--- config.mk ---
export PLATFORM = sky130hd
export DESIGN_NAME = c2p_step
export DESIGN_NICKNAME = d
export VERILOG_FILES = /design/src/hdl/cartesian_to_polar_macros.svh /design/src/hdl/c2p_pkg.sv /design/src/hdl/c2p_step.sv
export SDC_FILE = /design/constraint.sdc
export NUM_CORES = 1
export LEC_CHECK = 0
export ABC_AREA = 1
export BUFFER_PORTS_ARGS = -buffer_cell sky130_fd_sc_hd__buf_4
export CAP_MARGIN = 25
export CORE_MARGIN = 5
export CORE_UTILIZATION = 30
export CTS_CLUSTER_DIAMETER = 50
export DETAILED_ROUTE_END_ITERATION = 6
export GPL_ROUTABILITY_DRIVEN = 1
export PLACE_DENSITY = 0.59
export SKIP_LAST_GASP = 1
export SYNTH_ARGS = -nofsm -noshare
export SYNTH_HDL_FRONTEND = slang
export SYNTH_SLANG_ARGS = --single-unit
--- constraint.sdc ---
create_clock -name clk -period 2.6 [get_ports clk]
set_input_delay 0.52 -clock clk [delete_from_list [all_inputs] [get_ports clk]]
set_output_delay 0.52 -clock clk [all_outputs]
set_load 0.01 [all_outputs]
--- src/hdl/cartesian_to_polar_macros.svh ---
// assertion macros used by the cartesian_to_polar top level
`ifndef CARTESIAN_TO_POLAR_MACROS_SVH
`define CARTESIAN_TO_POLAR_MACROS_SVH

// when ante holds at a clock edge, cons must hold at the same edge
`define C2P_ASSERT_IMP(label, ante, cons, msg) \
  label: assert property (@(posedge clk) disable iff (rst) (ante) |-> (cons)) \
    else $error(msg);

// bad must never hold at a clock edge
`define C2P_ASSERT_NEVER(label, bad, msg) \
  label: assert property (@(posedge clk) disable iff (rst) !(bad)) \
    else $error(msg);

`endif

--- src/hdl/c2p_pkg.sv ---
// shared types, constants and arctangent table for the cartesian to polar pipeline
package c2p_pkg;

  localparam int RAD_STEPS = 16;   // one root bit per step
  localparam int SQ_W      = 32;   // x*x + y*y and sqrt remainder
  localparam int CW        = 27;   // cordic x/y, coordinates scaled by 256
  localparam int ZW        = 25;   // cordic angle accumulator, degrees q16
  localparam int ATAN_W    = 22;
  localparam int RAD_W     = 16;
  localparam int ANG_W     = 17;   // degrees q8

  localparam logic [ZW-1:0] Q16_90  = 25'd5898240;
  localparam logic [ZW-1:0] Q16_180 = 25'd11796480;
  localparam logic [ZW-1:0] Q16_270 = 25'd17694720;
  localparam logic [ZW-1:0] Q16_360 = 25'd23592960;

  localparam logic [ANG_W-1:0] Q8_90  = 17'd23040;
  localparam logic [ANG_W-1:0] Q8_180 = 17'd46080;
  localparam logic [ANG_W-1:0] Q8_270 = 17'd69120;
  localparam logic [ANG_W-1:0] Q8_360 = 17'd92160;

  localparam logic [ZW:0] Q16_HALF_LSB = 26'd128;

  typedef struct packed {
    logic xneg;
    logic yneg;
    logic x_zero;
    logic y_zero;
  } flags_t;

  typedef struct packed {
    logic [SQ_W-1:0]      rem;
    logic [SQ_W-1:0]      root;
    logic signed [CW-1:0] cx;
    logic signed [CW-1:0] cy;
    logic signed [ZW-1:0] cz;
    flags_t               flags;
  } stage_t;

  // atan(2^-idx) in degrees, q16
  function automatic logic [ATAN_W-1:0] atan_q16(input logic [4:0] idx);
    logic [ATAN_W-1:0] v;
    unique case (idx)
      5'd0:    v = 22'd2949120;
      5'd1:    v = 22'd1740967;
      5'd2:    v = 22'd919879;
      5'd3:    v = 22'd466945;
      5'd4:    v = 22'd234379;
      5'd5:    v = 22'd117304;
      5'd6:    v = 22'd58666;
      5'd7:    v = 22'd29335;
      5'd8:    v = 22'd14668;
      5'd9:    v = 22'd7334;
      5'd10:   v = 22'd3667;
      5'd11:   v = 22'd1833;
      5'd12:   v = 22'd917;
      5'd13:   v = 22'd458;
      5'd14:   v = 22'd229;
      5'd15:   v = 22'd115;
      5'd16:   v = 22'd57;
      5'd17:   v = 22'd29;
      5'd18:   v = 22'd14;
      5'd19:   v = 22'd7;
      5'd20:   v = 22'd4;
      5'd21:   v = 22'd2;
      5'd22:   v = 22'd1;
      default: v = 22'd0;
    endcase
    return v;
  endfunction

endpackage

--- src/hdl/c2p_step.sv ---
// one pipeline step: a square root bit and/or a cordic micro-rotation
module c2p_step #(
  parameter int STEP          = 0,
  parameter int CORDIC_STAGES = 16
) (
  input  logic            clk,
  input  logic            rst,
  input  logic            en,
  input  logic            prev_valid,
  input  c2p_pkg::stage_t prev,
  output logic            valid,
  output c2p_pkg::stage_t data
);
  import c2p_pkg::*;

  localparam bit          DO_SQRT   = (STEP < RAD_STEPS);
  localparam bit          DO_CORDIC = (STEP < CORDIC_STAGES);
  localparam int          SQ_POS    = DO_SQRT ? 2 * (RAD_STEPS - 1 - STEP) : 0;
  localparam logic [SQ_W-1:0] SQ_BIT = SQ_W'(1) << SQ_POS;
  localparam logic [4:0]  ATAN_IDX  = 5'(STEP);

  stage_t               nxt;
  logic [SQ_W-1:0]      trial;
  logic signed [CW-1:0] xs;
  logic signed [CW-1:0] ys;
  logic signed [ZW-1:0] ang_step;

  always_comb begin
    nxt      = prev;
    trial    = prev.root + SQ_BIT;
    xs       = prev.cx >>> STEP;
    ys       = prev.cy >>> STEP;
    ang_step = $signed(ZW'(atan_q16(ATAN_IDX)));
    if (DO_SQRT) begin
      if (prev.rem >= trial) begin
        nxt.rem  = prev.rem - trial;
        nxt.root = (prev.root >> 1) + SQ_BIT;
      end else begin
        nxt.root = prev.root >> 1;
      end
    end
    if (DO_CORDIC) begin
      // rotate toward the x axis, direction from the sign of y
      if (!prev.cy[CW-1]) begin
        nxt.cx = prev.cx + ys;
        nxt.cy = prev.cy - xs;
        nxt.cz = prev.cz + ang_step;
      end else begin
        nxt.cx = prev.cx - ys;
        nxt.cy = prev.cy + xs;
        nxt.cz = prev.cz - ang_step;
      end
    end
  end

  always_ff @(posedge clk) begin
    if (rst) begin
      valid <= 1'b0;
    end else if (en) begin
      valid <= prev_valid;
    end
  end

  always_ff @(posedge clk) begin
    if (en) begin
      data <= nxt;
    end
  end

endmodule

Yosys cells after proc, flatten, opt, wreduce, memory -nomap -nowiden
Cells that the tools add are included.

cells by class
  add/subtract/negate cells = 8
  magnitude comparators = 1
  multiplexer cells = 3

operator list
  operator                                                               count
  79-bit 2-to-1 mux                                                      1
  27-bit subtractor                                                      2
  31-bit by 31-bit adder with 32-bit output, second input constant       1
  32-bit by 31-bit adder with 32-bit output, second input constant       1
  32-bit >= comparator                                                   1
  32-bit 2-to-1 mux                                                      1
  32-bit subtractor                                                      1
  31-bit 2-to-1 mux                                                      1
  27-bit adder                                                           1
  25-bit by 23-bit adder with 25-bit output, second input constant       1
  25-bit by 23-bit subtractor with 25-bit output, second input constant  1

storage, ports and cells
  bits of input ports = 151
  bits in registers = 148
  word-level logic and storage cells = 23

Depth between registers and ports, before layout
  depth after elaboration = 3
  depth in mapped cells = 16

Worst setup path after synthesis
No wires, ideal clock.

  kind = input -> register
  from = in prev[55] in the netlist's numbering
  to = reg data[27] in the netlist's numbering (data pin)
  stages = 10
  setup slack = 252 ps
  arrival = 2091 ps
  data required time = 2343 ps
  path buffers = 1
  cell sequence = clkinv_1 -> clkbuf_1 -> ha_1 -> a21oi_1 -> nand2_1 -> a21oi_1 -> nor2_1 -> o21ai_0 -> nand2_1 -> xor2_1

RTL lines
  what                    RTL line        text
  start: declaration      c2p_step.sv:10  input c2p_pkg::stage_t prev,
  end signal: assignment  c2p_step.sv:66  data <= nxt;
  end: declaration        c2p_step.sv:12  output c2p_pkg::stage_t data

==> impl_metrics.json <==
{
  "switching_power_mw": 3.32,
  "pwr-share-seq_pct": 33.6,
  "p_clk_share_pct": 29.0,
  "slowest_delay_ps": 440,
  "ys_seq_area_share_pct": 32.7,
  "clkLatencyLatePin_ps": 460,
  "finalPower_mw": 9.17,
  "critPathKind": "input port to flop",
  "die_x_um": 222,
  "yosysWarnings": 0,
  "synth_area_sq_mm": 0.0135,
  "io_pins": 299,
  "power-per-cell-area_mw_per_mm2": 511,
  "ant_nets": 0,
  "fmax_ghz": 0.454,
  "cts-resized-gates": 0,
  "required_ps": 2770,
  "gp_congestion": 0.928,
  "ys_ff_latch": 147,
  "num_rows": 77,
  "p_int_mw": 5.84,
  "dp_hpwl_um": 42900,
  "hold_class": "input port to flop",
  "antenna_found_initial": 0,
  "synth.distinct_cells": 42,
  "slew_viol_final": 0,
  "synthCells": 1965,
  "cp-end-kind": "flop",
  "tightest_slew_ps": 559,
  "swShare_pct": 36.3,
  "wire_per_inst_um": 16.7,
  "reg2reg_to": "valid$_SDFFE_PP0P_",
  "outcome": "finished clean",
  "grt_pass1_wl_um": 76800,
  "vdd_drop_max_uv": 340,
  "coreArea_sq_mm": 0.0443,
  "path_clk_slew_ps": 70,
  "startpoint_type": "input port",
  "syn_nets": 2246,
  "hold_buffers": 0,
  "drive_gt1_share_pct": 21.0,
  "ctsRootBufferMaster": "clkbuf_16",
  "cts_tree": "done",
  "combPwrFrac_pct": 37.4,
  "nets": 2668,
  "num-fill-cells": 4695,
  "finalCritPeriodShare_pct": 84.8,
  "cts_made_buffers": 17,
  "via_per_inst": 4.66,
  "grt_max_degree": 49,
  "rr_worst_depth": 2,
  "ff2ff_setup_slack_ps": 2020,
  "timing.slew.headroom_pct": 62.4,
  "finalSetupTns_ps": 0,
  "num_antenna_cells": 0,
  "cap_violations": 0,
  "drc": 0,
  "io_buffer_count": 298,
  "htreeDepth": 4,
  "rsz0062_at_grt": "no",
  "final_cell_mix": "669 x nand2_1, 442 x buf_4, 344 x inv_1, 148 x nand3_1, 146 x edfxtp_1",
  "holdPathEnd": "valid$_SDFFE_PP0P_",
  "crit_chain": "buf_4 -> inv_1 -> ha_1 -> inv_1 -> buf_4 -> nand2_1 -> o21bai_1 -> a21boi_0 -> nand3_1 -> nand3_1 -> nand2_1",
  "stdcell_count": 2992,
  "min_from": "rst",
  "clock_skew_ps": 0,
  "initial_core_util_pct": 30.4,
  "hold_viol_final": 0,
  "post_cts_buffers": 0,
  "track_usage_pct": 19.8,
  "rr_startpoint": "valid$_SDFFE_PP0P_",
  "avgSynthCellArea_sq_um": 6.85,
  "mostFrequentLayoutCell": "nand2_1",
  "crit_path_max_fanout": 7,
  "crit_arrival_ps": 2380,
  "grt_pass1_vias": 13928,
  "grt_overflow": 0,
  "synth_area_leader_cell": "edfxtp_1",
  "holdPathStages": 2,
  "areaGrowthSynthToFinish_pct": 33.2,
  "drt_wl_total_um": 50000,
  "place_inst": 2960,
  "ys_top_cells_by_area": "edfxtp_1 33%, nand2_1 19%, ha_1 12%, inv_1 9.6%, nand3_1 5.5%",
  "min_period_ps": 2200,
  "route.vias.total": 13953,
  "die_y_um": 222,
  "drtIter0Drc": 877,
  "cp_slowest_cell": "ha_1",
  "dieArea_sq_mm": 0.0492,
  "cts.sinks": 147,
  "synth_top_area_share_pct": 32.6,
  "multiInputGateArea_sq_mm": 0.00749,
  "final-setup-viol-count": 0,
  "leakage_nw": 9.56,
  "cts.path.max_buffers": 2,
  "regArea_sq_mm": 0.00440,
  "first_pass_iters": 7
}
-- worst max-delay path: cells and delay by family --
family,cells,cell delay (ps)
compound gates,2,510
fa+ha+maj,1,440
buf+inv,4,370
simple gates,4,530
-- power groups by stage --
stage	clock network (mW)	logic, mW	registers, mW
floorplan	0	1.63	3.27
global placement	0	3.41	3.14
detailed placement	0	3.43	3.14
CTS	2.76	3.44	3.09
global route	2.84	3.79	3.11
finish	2.66	3.43	3.08
-- per-layer routing --
metal  share of wire [%]  wire length [um]  track usage, %  vias up
li1                    -                 -               -     7078
met1                  44             22100            25.0     6411
met2                  49             24300            34.9      405
met3                 4.7              2370            2.85       59
met4                 2.4              1200            6.36        0
met5                   0                 0               0        -
-- worst max path at each step --
stage | depth (start not counted) | to | from
2_1_floorplan | 10 | data[27]$_DFFE_PP_ | prev[55]
3_3_place_gp | 14 | data[53]$_DFFE_PP_ | prev[36]
3_5_place_dp | 12 | data[143]$_DFFE_PP_ | prev[113]
4_1_cts | 12 | data[143]$_DFFE_PP_ | prev[113]
5_1_grt | 14 | data[49]$_DFFE_PP_ | prev[36]
6_report | 11 | data[75]$_DFFE_PP_ | prev[42]
-- synthesized netlist by cell type, drive strengths merged --
| master | count |
|---|---|
| clkinv | 2 |
| a21oi | 112 |
| xnor2 | 9 |
| buf | 34 |
| o21bai | 18 |
| dfxtp | 1 |
| clkbuf | 8 |
| ha | 125 |
| nor2 | 139 |
| xor2 | 35 |
| a21o | 2 |
| nor4 | 1 |
| nand2 | 682 |
| o221ai | 1 |
| fa | 5 |
| mux2i | 1 |
| o31ai | 1 |
| o21ai | 67 |
| nor3 | 14 |
| nor2b | 1 |
| and2 | 3 |
| o21a | 1 |
| nand4 | 31 |
| edfxtp | 146 |
| nand3b | 12 |
| nand3 | 148 |
| inv | 352 |
| a31oi | 5 |
| o22ai | 7 |
| a21boi | 2 |
-- state kept, by name, indices dropped and copies added, names as in the netlist --
register  cells
data        146
valid         1
-- final cells by class --
type	instances	share of cell area (%)
flip-flops and latches	147	24.5
repair buffers	445	18.8
clock buffers	17	2.37
multi-input cells	1422	41.7
inverters	354	7.42
well taps	592	4.13
clock inverters	15	1.03
-- metrics by stage --
| stage | instance area, sq um | hold WS (ps) | utilization [%] | setup slack (ps) |
|---|---|---|---|---|
| finish | 17900 | 204 | 40.5 | 395 |
| global placement | 17300 | 477 | 39.1 | -91.6 |
| CTS | 17900 | 174 | 40.5 | 411 |
| global route | 17900 | 193 | 40.5 | 176 |
| floorplan | 13500 | 528 | - | 252 |
| detailed placement | 17300 | 496 | 39.1 | -90.0 |
-- kinds of logic after synthesis --
| group | after synthesis | synth area share, % |
|---|---|---|
| xor gates and xnor gates | 44 | 2.86 |
| buffers and inverters | 396 | 11.7 |
| and+or+nand+nor | 1031 | 31.7 |
| DFF | 147 | 32.7 |
| muxes | 1 | 0.0743 |
| AOI/OAI and AO/OA | 216 | 8.64 |
| adders and majority gates | 130 | 12.4 |
No activity file was read; power rests on OpenSTA's default activity.
